## config.mk

```make
export PLATFORM = sky130hd
export DESIGN_NAME = three_axis_step_pulse_generator_unit
export DESIGN_NICKNAME = d
export VERILOG_FILES = /design/src/hdl/tspg_pkg.sv /design/src/hdl/three_axis_step_pulse_generator_unit.sv
export SDC_FILE = /design/constraint.sdc
export NUM_CORES = 2
export LEC_CHECK = 0
export ABC_AREA = 1
export BUFFER_PORTS_ARGS = -buffer_cell sky130_fd_sc_hd__buf_2
export CAP_MARGIN = 20
export CORE_ASPECT_RATIO = 0.5
export CORE_UTILIZATION = 51
export DETAILED_ROUTE_END_ITERATION = 8
export PLACE_DENSITY = 0.68
export SKIP_LAST_GASP = 1
export SLEW_MARGIN = 20
export SYNTH_ARGS = -nofsm -noshare
export SYNTH_HDL_FRONTEND = slang
export SYNTH_SLANG_ARGS = --single-unit
```

## constraint.sdc

```tcl
create_clock -name i_clk -period 21.2 [get_ports i_clk]
set_clock_uncertainty 0.15 [all_clocks]
set_input_delay 6.36 -clock i_clk [delete_from_list [all_inputs] [get_ports i_clk]]
set_output_delay 6.36 -clock i_clk [all_outputs]
set_load 0.005 [all_outputs]
```

## src/hdl/tspg_pkg.sv

```systemverilog
// ----------------------------------------------------------------------------
// tspg_pkg: shared definitions for the three-axis step pulse generator
// Default widths, register reset values, operation and register codes.
// ----------------------------------------------------------------------------
package tspg_pkg;

    localparam int POSITION_BITS_DEF = 18;
    localparam int PERIOD_BITS_DEF   = 20;
    localparam int RATE_BITS         = 8;
    localparam int AXES              = 3;

    localparam int RATE_RST   = 4;
    localparam int HOME_A_RST = 1217;
    localparam int HOME_B_RST = 20945;
    localparam int HOME_C_RST = -36776;

    // Period of an axis that does not move in a move word
    localparam int IDLE_PERIOD = 2;

    typedef enum logic [1:0] {
        OP_TICK = 2'd0,
        OP_MOVE = 2'd1,
        OP_HOME = 2'd2
    } t_op;

    typedef enum logic [1:0] {
        CFG_RATE   = 2'd0,
        CFG_HOME_A = 2'd1,
        CFG_HOME_B = 2'd2,
        CFG_HOME_C = 2'd3
    } t_cfg_index;

endpackage

```

## src/hdl/three_axis_step_pulse_generator_unit.sv

```systemverilog
// ----------------------------------------------------------------------------
// three_axis_step_pulse_generator_unit: three-axis stepper step generator
// Tracks positions in steps, plans per-axis pulse periods with one shared
// serial divider and steps each axis on tick words.
// ----------------------------------------------------------------------------
// Usage:
//   Input channel (i_in_valid / o_in_ready) carries one word: an operation
//   (tick, move, home) and three goal positions used by a move. Every word
//   returns exactly one result word on the output channel (o_out_valid /
//   i_out_ready) with pin levels, directions, moving flags and positions,
//   taken after the word has acted.
//   Steps per word (from its acceptance to its result):
//     tick: each axis in turn through the shared counter/compare.
//     home, unknown code, move before homing: result flagged on acceptance.
//     move: a difference per axis, a commit, then per axis a load and,
//     for a nonzero delta, the serial divide (one quotient bit a cycle)
//     and a saturate step.
//   Configuration writes (i_cfg_we) are registered and are meant for
//   idle periods only.
//   Reset (synchronous, active low) clears positions, counts, counters,
//   periods, pins and the homed flag; direction of axis three is positive.
//   A stalled receiver holds the result word; the next input word is still
//   taken, but its result waits, held by the pending flag in the idle state,
//   until the output register frees.
// ----------------------------------------------------------------------------
module three_axis_step_pulse_generator_unit #(
    parameter int POSITION_BITS = tspg_pkg::POSITION_BITS_DEF,
    parameter int PERIOD_BITS   = tspg_pkg::PERIOD_BITS_DEF
) (
    input  logic                            i_clk,
    input  logic                            i_rst_n,
    // configuration
    input  logic                            i_cfg_we,
    input  logic [1:0]                      i_cfg_index,
    input  logic [((POSITION_BITS > tspg_pkg::RATE_BITS) ? POSITION_BITS
                   : tspg_pkg::RATE_BITS)-1:0] i_cfg_data,
    // input words
    input  logic                            i_in_valid,
    output logic                            o_in_ready,
    input  logic [1:0]                      i_operation,
    input  logic signed [POSITION_BITS-1:0] i_goal_a,
    input  logic signed [POSITION_BITS-1:0] i_goal_b,
    input  logic signed [POSITION_BITS-1:0] i_goal_c,
    // result words
    output logic                            o_out_valid,
    input  logic                            i_out_ready,
    output logic [2:0]                      o_pulse_levels,
    output logic [2:0]                      o_direction_bits,
    output logic [2:0]                      o_moving_bits,
    output logic signed [POSITION_BITS-1:0] o_position_a,
    output logic signed [POSITION_BITS-1:0] o_position_b,
    output logic signed [POSITION_BITS-1:0] o_position_c
);

    localparam int P     = POSITION_BITS;
    localparam int RB    = tspg_pkg::RATE_BITS;
    localparam int DW    = RB + P;                       // dividend / quotient width
    localparam int BIT_W = $clog2(DW);
    localparam int CW    = (DW + 1 > PERIOD_BITS) ? DW + 1 : PERIOD_BITS;

    localparam logic [1:0] AXIS_FIRST = 2'd0;
    localparam logic [1:0] AXIS_LAST  = 2'd2;

    typedef enum logic [6:0] {
        S_IDLE   = 7'b0000001,
        S_TICK   = 7'b0000010,
        S_DIFF   = 7'b0000100,
        S_COMMIT = 7'b0001000,
        S_DLOAD  = 7'b0010000,
        S_DIV    = 7'b0100000,
        S_SAT    = 7'b1000000
    } t_state;

    // Done step shares the idle state: a flag marks a result to publish
    logic                  r_pend, n_pend;
    t_state                r_state, n_state;
    logic [1:0]            r_axis, n_axis;

    logic [RB-1:0]         r_rate;
    logic [P-1:0]          r_home [3];

    logic [P-1:0]          r_goal [3], n_goal [3];
    logic [P-1:0]          r_pos [3], n_pos [3];
    logic [P-1:0]          r_count [3], n_count [3];
    logic [PERIOD_BITS-1:0] r_tick [3], n_tick [3];
    logic [PERIOD_BITS-1:0] r_period [3], n_period [3];
    logic [2:0]            r_dir, n_dir;
    logic [2:0]            r_pin, n_pin;
    logic                  r_homed, n_homed;

    logic [P-1:0]          r_mag [3], n_mag [3];
    logic [2:0]            r_dneg, n_dneg;
    logic [2:0]            r_dzero, n_dzero;
    logic [P-1:0]          r_longest, n_longest;

    logic [DW-1:0]         r_prod, n_prod;
    logic [DW-1:0]         r_quo, n_quo;
    logic [P-1:0]          r_rem, n_rem;
    logic [P-1:0]          r_divisor, n_divisor;
    logic [BIT_W-1:0]      r_bit, n_bit;

    logic                  r_out_valid, n_out_valid;
    logic [2:0]            r_out_pulse, n_out_pulse;
    logic [2:0]            r_out_dir, n_out_dir;
    logic [2:0]            r_out_moving, n_out_moving;
    logic [P-1:0]          r_out_pos [3], n_out_pos [3];

    // shared datapath signals
    logic [PERIOD_BITS-1:0] w_cnt_inc;
    logic                   w_hit;
    logic signed [P:0]      w_diff;
    logic [P:0]             w_abs;
    logic [P:0]             w_trial_in;
    logic [P:0]             w_trial;
    logic [CW-1:0]          w_q2;
    logic [CW-1:0]          w_per_max;
    logic                   w_accept;
    logic                   w_pub;
    logic [2:0]             w_moving;

    assign o_in_ready = (r_state == S_IDLE) && !r_pend;
    assign w_accept   = i_in_valid && o_in_ready;
    assign w_pub      = r_pend && (!r_out_valid || i_out_ready);

    assign w_cnt_inc  = r_tick[r_axis] + PERIOD_BITS'(1);
    assign w_hit      = (w_cnt_inc >= r_period[r_axis]);

    assign w_diff     = $signed({r_goal[r_axis][P-1], r_goal[r_axis]})
                      - $signed({r_pos[r_axis][P-1], r_pos[r_axis]});
    assign w_abs      = w_diff[P] ? (-w_diff) : w_diff;

    assign w_trial_in = {r_rem, r_quo[DW-1]};
    assign w_trial    = w_trial_in - {1'b0, r_divisor};

    assign w_q2       = CW'(r_quo) + CW'(tspg_pkg::IDLE_PERIOD);
    assign w_per_max  = CW'({PERIOD_BITS{1'b1}});

    always_comb begin
        for (int k = 0; k < 3; k++) begin
            w_moving[k] = (r_count[k] != '0);
        end
    end

    always_comb begin
        n_state     = r_state;
        n_pend      = r_pend;
        n_axis      = r_axis;
        n_goal      = r_goal;
        n_pos       = r_pos;
        n_count     = r_count;
        n_tick      = r_tick;
        n_period    = r_period;
        n_dir       = r_dir;
        n_pin       = r_pin;
        n_homed     = r_homed;
        n_mag       = r_mag;
        n_dneg      = r_dneg;
        n_dzero     = r_dzero;
        n_longest   = r_longest;
        n_prod      = r_prod;
        n_quo       = r_quo;
        n_rem       = r_rem;
        n_divisor   = r_divisor;
        n_bit       = r_bit;
        n_out_valid = r_out_valid;
        n_out_pulse = r_out_pulse;
        n_out_dir   = r_out_dir;
        n_out_moving = r_out_moving;
        n_out_pos   = r_out_pos;

        if (r_out_valid && i_out_ready) begin
            n_out_valid = 1'b0;
        end

        // publish the finished word once the output register is free
        if (w_pub) begin
            n_pend       = 1'b0;
            n_out_valid  = 1'b1;
            n_out_pulse  = r_pin;
            n_out_dir    = r_dir;
            n_out_moving = w_moving;
            n_out_pos    = r_pos;
        end

        case (r_state)
            S_IDLE: begin
                if (w_accept) begin
                    n_goal[0] = i_goal_a;
                    n_goal[1] = i_goal_b;
                    n_goal[2] = i_goal_c;
                    n_axis    = AXIS_FIRST;
                    case (i_operation)
                        tspg_pkg::OP_TICK: begin
                            n_state = S_TICK;
                        end
                        tspg_pkg::OP_MOVE: begin
                            if (r_homed) begin
                                n_longest = '0;
                                n_state   = S_DIFF;
                            end else begin
                                n_pend = 1'b1;
                            end
                        end
                        tspg_pkg::OP_HOME: begin
                            n_pos   = r_home;
                            n_homed = 1'b1;
                            n_pend  = 1'b1;
                        end
                        default: begin
                            n_pend = 1'b1;
                        end
                    endcase
                end
            end

            S_TICK: begin
                if (r_count[r_axis] != '0) begin
                    if (w_hit) begin
                        n_pin[r_axis]   = ~r_pin[r_axis];
                        n_tick[r_axis]  = '0;
                        n_count[r_axis] = r_count[r_axis] - P'(1);
                        n_pos[r_axis]   = r_dir[r_axis] ? (r_pos[r_axis] + P'(1))
                                                        : (r_pos[r_axis] - P'(1));
                        // axis two drags axis three the opposite way
                        if (r_axis == 2'd1) begin
                            n_pos[2] = r_dir[1] ? (r_pos[2] - P'(1)) : (r_pos[2] + P'(1));
                        end
                    end else begin
                        n_tick[r_axis] = w_cnt_inc;
                    end
                end else begin
                    n_pin[r_axis] = 1'b0;
                end
                if (r_axis == AXIS_LAST) begin
                    n_pend  = 1'b1;
                    n_state = S_IDLE;
                end else begin
                    n_axis = r_axis + 2'd1;
                end
            end

            S_DIFF: begin
                n_mag[r_axis]   = w_abs[P-1:0];
                n_dneg[r_axis]  = w_diff[P];
                n_dzero[r_axis] = (w_diff == '0);
                if (w_abs[P-1:0] > r_longest) begin
                    n_longest = w_abs[P-1:0];
                end
                if (r_axis == AXIS_LAST) begin
                    n_state = S_COMMIT;
                end else begin
                    n_axis = r_axis + 2'd1;
                end
            end

            S_COMMIT: begin
                n_dir[0] = !r_dneg[0] && !r_dzero[0];
                n_dir[1] = !r_dneg[1];
                n_dir[2] = (!r_dneg[2] && !r_dzero[2]) || (r_dzero[2] && !r_dneg[1]);
                n_count[0] = r_mag[0];
                n_count[1] = r_mag[1];
                // an axis three goal equal to its position keeps the count
                if (!r_dzero[2]) begin
                    n_count[2] = r_mag[2];
                end
                n_prod  = DW'(r_rate) * DW'(r_longest);
                n_axis  = AXIS_FIRST;
                n_state = S_DLOAD;
            end

            S_DLOAD: begin
                if (r_mag[r_axis] == '0) begin
                    n_period[r_axis] = PERIOD_BITS'(tspg_pkg::IDLE_PERIOD);
                    if (r_axis == AXIS_LAST) begin
                        n_pend  = 1'b1;
                        n_state = S_IDLE;
                    end else begin
                        n_axis = r_axis + 2'd1;
                    end
                end else begin
                    n_rem     = '0;
                    n_quo     = r_prod;
                    n_divisor = r_mag[r_axis];
                    n_bit     = '0;
                    n_state   = S_DIV;
                end
            end

            S_DIV: begin
                // one restoring step: shift in a dividend bit, try a subtract
                if (w_trial[P]) begin
                    n_rem = w_trial_in[P-1:0];
                end else begin
                    n_rem = w_trial[P-1:0];
                end
                n_quo = {r_quo[DW-2:0], ~w_trial[P]};
                n_bit = r_bit + BIT_W'(1);
                if (r_bit == BIT_W'(DW - 1)) begin
                    n_state = S_SAT;
                end
            end

            S_SAT: begin
                n_period[r_axis] = (w_q2 > w_per_max) ? {PERIOD_BITS{1'b1}}
                                                     : w_q2[PERIOD_BITS-1:0];
                if (r_axis == AXIS_LAST) begin
                    n_pend  = 1'b1;
                    n_state = S_IDLE;
                end else begin
                    n_axis  = r_axis + 2'd1;
                    n_state = S_DLOAD;
                end
            end

            default: begin
                n_state = S_IDLE;
            end
        endcase
    end

    // control and architectural state
    always_ff @(posedge i_clk) begin
        if (!i_rst_n) begin
            r_state     <= S_IDLE;
            r_pend      <= 1'b0;
            r_axis      <= AXIS_FIRST;
            r_dir       <= 3'b100;
            r_pin       <= '0;
            r_homed     <= 1'b0;
            r_out_valid <= 1'b0;
            for (int k = 0; k < 3; k++) begin
                r_pos[k]    <= '0;
                r_count[k]  <= '0;
                r_tick[k]   <= '0;
                r_period[k] <= '0;
            end
        end else begin
            r_state     <= n_state;
            r_pend      <= n_pend;
            r_axis      <= n_axis;
            r_dir       <= n_dir;
            r_pin       <= n_pin;
            r_homed     <= n_homed;
            r_out_valid <= n_out_valid;
            r_pos       <= n_pos;
            r_count     <= n_count;
            r_tick      <= n_tick;
            r_period    <= n_period;
        end
    end

    // configuration registers
    always_ff @(posedge i_clk) begin
        if (!i_rst_n) begin
            r_rate    <= RB'(tspg_pkg::RATE_RST);
            r_home[0] <= P'(tspg_pkg::HOME_A_RST);
            r_home[1] <= P'(tspg_pkg::HOME_B_RST);
            r_home[2] <= P'(tspg_pkg::HOME_C_RST);
        end else if (i_cfg_we) begin
            case (i_cfg_index)
                tspg_pkg::CFG_RATE:   r_rate    <= i_cfg_data[RB-1:0];
                tspg_pkg::CFG_HOME_A: r_home[0] <= i_cfg_data[P-1:0];
                tspg_pkg::CFG_HOME_B: r_home[1] <= i_cfg_data[P-1:0];
                tspg_pkg::CFG_HOME_C: r_home[2] <= i_cfg_data[P-1:0];
                default: r_rate <= r_rate;
            endcase
        end
    end

    // working payload, no reset
    always_ff @(posedge i_clk) begin
        r_goal       <= n_goal;
        r_mag        <= n_mag;
        r_dneg       <= n_dneg;
        r_dzero      <= n_dzero;
        r_longest    <= n_longest;
        r_prod       <= n_prod;
        r_quo        <= n_quo;
        r_rem        <= n_rem;
        r_divisor    <= n_divisor;
        r_bit        <= n_bit;
        r_out_pulse  <= n_out_pulse;
        r_out_dir    <= n_out_dir;
        r_out_moving <= n_out_moving;
        r_out_pos    <= n_out_pos;
    end

    assign o_out_valid      = r_out_valid;
    assign o_pulse_levels   = r_out_pulse;
    assign o_direction_bits = r_out_dir;
    assign o_moving_bits    = r_out_moving;
    assign o_position_a     = r_out_pos[0];
    assign o_position_b     = r_out_pos[1];
    assign o_position_c     = r_out_pos[2];

endmodule
```

# --- Word-level counts from Yosys, hierarchy flattened ---
# Index checks and enable logic that the tools add are counted.
# Widths: inputs -> output; s select.
word_totals:
  register_bits: 596
  in_bits: 81
  out_inout_bits: 65
  word_cells: 245
op_classes:
  add_sub_neg: 12
  mul: 1
  n_lt_le_gt_ge: 7
  eq_ne: 30
  mux: 89
  bitwise_logic: 11
  n_reduce_logical: 52
op_table:
  columns: ["op", "n"]
  rows:
  - ["$mux 18", 20]
  - ["$mux 54", 6]
  - ["$pmux 54 s2", 2]
  - ["$bwmux 54", 3]
  - ["$bmux 18 s2", 4]
  - ["$bwmux 60", 2]
  - ["$mux 20", 6]
  - ["$mux 60", 2]
  - ["$pmux 60 s2", 1]
  - ["$bmux 20 s2", 2]
  - ["$pmux 18 s2", 2]
  - ["$reduce_bool 18->1", 4]
  - ["$and 60x60->60", 1]
  - ["$not 60->60", 1]
  - ["$and 57x57->57", 1]
  - ["$not 57->57", 1]
  - ["$sub 18x1->18 const B", 3]
  - ["$pmux 26 s2", 1]
  - ["$pmux 7 s7", 1]
  - ["$mux 7", 6]
  - ["$demux 20 s2", 1]
  - ["$add 18x1->18 const B", 2]
  - ["$demux 18 s2", 1]
  - ["$add 26x2->27 const B", 1]
  - ["other kinds (60)", 128]

# --- Longest topological paths before layout ---
depth:
  word_depth: 11
  depth_mapped: 35
  mapped_depth_nobuf: 29

# --- Worst setup path after synthesis ---
# Ideal clock, no wire load.
synth_path:
  kind: "input-to-reg"
  start: "in i_in_valid"
  end: "reg r_pos[33] (netlist name)"
  setup_ns: 0.116
  arrival_time_ns: 11.128
  required_ns: 20.934
  setup_slack_ns: 9.806
  cell_stages: 7
  path_buffers: 0
  cell_sequence: "inv_1 -> nor3_1 -> a31oi_1 -> nor2_1 -> nand4_1 -> nor2_1 -> nor2_1"
synth_between:
  elab_chain_len: 3
synth_lines:
  columns: ["item", "line", "text"]
  rows:
  - ["start: declaration", "three_axis_step_pulse_generator_unit.sv:38", "input logic i_in_valid,"]
  - ["$logic_and 1x1->1", "three_axis_step_pulse_generator_unit.sv:122", "assign w_accept = i_in_valid && o_in_ready;"]
  - ["$ne 2x2->1 (no source line)", null, null]
  - ["$reduce_and 5->1 (no source line)", null, null]
  - ["end signal: assignment", "three_axis_step_pulse_generator_unit.sv:345", "r_pos <= n_pos;"]
  - ["end: declaration", "three_axis_step_pulse_generator_unit.sv:83", "logic [P-1:0] r_pos [3], n_pos [3];"]
# Every way passes these cells.
# A chain may end at the register's enable or synchronous reset.

# --- Worst setup path in the final report ---
layout_path:
  start: "in i_in_valid"
  end: "reg r_pos[24] (netlist name)"
# The elaborated chain is that of the path after synthesis.

==> run_results.csv <==
group,metric,value,unit
synth,synth_top_area_share,23.3,%
critical_path,path_class,"input pin to flop",
synth,yosysMostFrequentCell,"nand2_1",
sta,whs,0.287,ns
synth,postSynthAreaPerCell,7.47,µm²
place,dp_slack,12.24,ns
place,place.port_buffers,145,
sta,period_share,39.8,%
sta,tns,0,ns
clocking,clkLatencyLatePin,0.66,ns
pwr,leakage,18.9,nW
pwr,power.density,160,nW/µm²
synth,seq_area_frac_synth,40.0,%
clocking,cts_tree,"done",
place,placed_cell_area,38400,µm²
sta,hold_viol_final,0,
floorplan,core_area,71400,µm²
clocking,clkTransAtPathRegs,0.07,ns
floorplan,fp.dieW,383,µm
critical_path,cp_max_fo,56,
synth,ys_seq_elements,595,
final_layout,fin_nets,5337,
final_layout,insertedDiodeCount,0,
synth,synth_edf_count,287,
synth,synth_area_leaders,"edfxtp_1 23%, dfxtp_1 17%, nand2_1 13%, inv_1 6.5%, nor2_1 6.3%",
synth,yosysTopAreaCell,"edfxtp_1",
place,dp_hpwl,88.7,mm
grt,overflow,0,
grt,grt_max_degree,117,
critical_path,path_cells,"buf_2, inv_1, nor3_2, buf_4, a31oi_1, nor2_1, nand4_1, nor2_1, nor2_1",
drt,drtPass1Iterations,6,
clocking,clock_sinks,595,
grt,grt_pass1_wl,181,mm
synth,synthSimpleGateAreaFrac,25.3,%
sta,period_needed,8.43,ns
synth,synth_compound_area_share,13.0,%
synth,async_reset_ff_share,0,%
sta,fmaxAchievable,119,MHz
synth,syn_inst,4955,
synth,synth_mux_area_share,0,%
grt,antenna_found_initial,2,
drt,drt_wl_total,119,mm
final_layout,postLayoutCellArea,40200,µm²
synth,synth_nets,5298,
synth,synth_ff_type,"dfxtp_1",
drt,dr.first_iter.drc_count,4086,
grt,grt_pass1_vias,31000,
floorplan,rows,69,
sta,setup_ws,12.77,ns
clocking,cts_hold_buf,0,
critical_path,required,21.57,ns
sta,drv_slew,0,
clocking,cts_resized,0,
clocking,clk_path_buf_depth,3,
clocking,htree_num_levels,2,
floorplan,die_h,192,µm
synth,synth_top_family_by_area,"simple AND/OR/NAND/NOR gates",
clocking,cts_root_buffer,"clkbuf_16",
final_layout,drive_gt1_share,6.55,%
grt,grt.total_usage,32.0,%
drt,ant_nets,0,
synth,synth_cell_types,60,
critical_path,critPathMaxStageDelay,0.62,ns
final_layout,area_growth,8.74,%
floorplan,ioPinCount,146,
critical_path,cp.arrival,8.80,ns
hold_path,hp-class,"flop to flop",
critical_path,crit_top_cell,"nor2_1",
synth,synth_fa_ha_area_share,10.9,%
synth,netlist_top_cells_count,"1237 x nand2_1, 638 x inv_1, 618 x nor2_1",
drt,via_count,33700,
critical_path,startpoint_type,"input pin",
drt,post_drt_wl_per_cell,19.8,µm
drt,drcViolationCount,0,
drt,viasPerCell,5.62,
sta,slew_headroom,21.6,%
floorplan,die_area,73700,µm²
critical_path,setup.worst_path.end_class,"flop",
clocking,cts_buffers,55,
status,status,"completed",
pwr,peakVddDrop,0.000124,V
job,cap_violations,0,
place,place.gp.congestion,0.990,
clocking,cts_setup_buffers,0,
synth,ys_warn_count,0,
sta,worst_pin_slew,1.17,ns
critical_path,crit_path_top_delay_cell,"nand4_1",
synth,syn-cell-area,37000,µm²
sta,setup_violations,0,
floorplan,start_util,51.8,%
sta,rsz0062_at_grt,"false",
synth,synth-xor-area-share,1.75,%
[power breakdown]
group | switching (mW) | internal (mW) | total [mW]
registers | 0.125 | 1.49 | 1.61
logic | 2.72 | 1.04 | 3.77
clock network | 0.476 | 0.577 | 1.05
total | 3.32 | 3.11 | 6.43
[worst max-delay path, delay by kind of cell]
family                 cells  cell delay [ns]
buffers and inverters      3             0.71
AOI/OAI and AO/OA          1             0.16
and+or+nand+nor            5             1.55
[kinds of logic after synthesis]
family,after synthesis
and+or+nand+nor,2291
AOI/OAI and AO/OA,877
buffers and inverters,856
xor gates and xnor gates,74
adders and majority gates,262
DFF,595
[final cells by class]
type,count,area [µm²]
clock buffer,78,1590
sequential,595,14800
clock inverter,26,283
inverter,651,2450
multi-input combinational,3504,18900
fill,6658,31200
timing repair buffer,187,1050
tap,958,1200
[registers in the layout (all words and copies together), names as in the netlist, 3 cells and up]
register / cells
r_pos: 54
r_period: 60
r_dneg: 3
o_moving_bits: 3
r_dir: 3
r_quo: 26
r_prod: 26
r_goal: 54
r_rem: 18
r_divisor: 18
r_pin: 3
r_state: 7
r_tick: 60
o_direction_bits: 3
r_home: 54
o_pulse_levels: 3
r_count: 54
r_mag: 54
r_bit: 5
r_longest: 18
o_position_b: 18
o_position_c: 18
r_rate: 8
o_position_a: 18
[layout by cell type (no fill, tap or decap), types with 100 or more instances in the layout]
cell | Yosys | routed
nand2_1 | 1237 | 1235
inv_1 | 638 | 637
nor2_1 | 618 | 617
o21ai_0 | 427 | 425
dfxtp_1 | 308 | 307
a21oi_1 | 300 | 299
edfxtp_1 | 287 | 287
nand3_1 | 279 | 278
ha_1 | 162 | 162
buf_2 | 30 | 144
fa_1 | 100 | 100
[final timing paths]
path,start,slack [ns],depth (start not counted),to
max,i_in_valid,12.77,9,r_pos[24]$_SDFFE_PN0P_
min,r_pos[22]$_SDFFE_PN0P_,0.29,0,o_position_b[4]$_DFFE_PP_
max reg2reg,r_axis[0]$_SDFFE_PN0P_,13.04,30,r_longest[15]$_SDFFCE_PN0P_
min reg2reg,r_pos[22]$_SDFFE_PN0P_,0.29,0,o_position_b[4]$_DFFE_PP_
[per-stage QoR]
stage	power (mW)	cells	util (%)
5_1_grt	6.88	5999	56.4
3_3_place_gp	5.20	5895	53.7
3_5_place_dp	5.26	5895	53.7
6_report	6.43	5999	56.4
2_1_floorplan	4.02	4955	-
4_1_cts	6.32	5999	56.3
[per-layer routing]
layer  part of all wire (%)  routed length (µm)  global-route usage (%)
met4                    3.8                4460                    11.2
met2                     43               51300                    49.1
met5                  0.091                 108                    1.06
met3                    9.4               11200                    6.86
met1                     44               51800                    44.6
(Power assumes the default switching activity.)
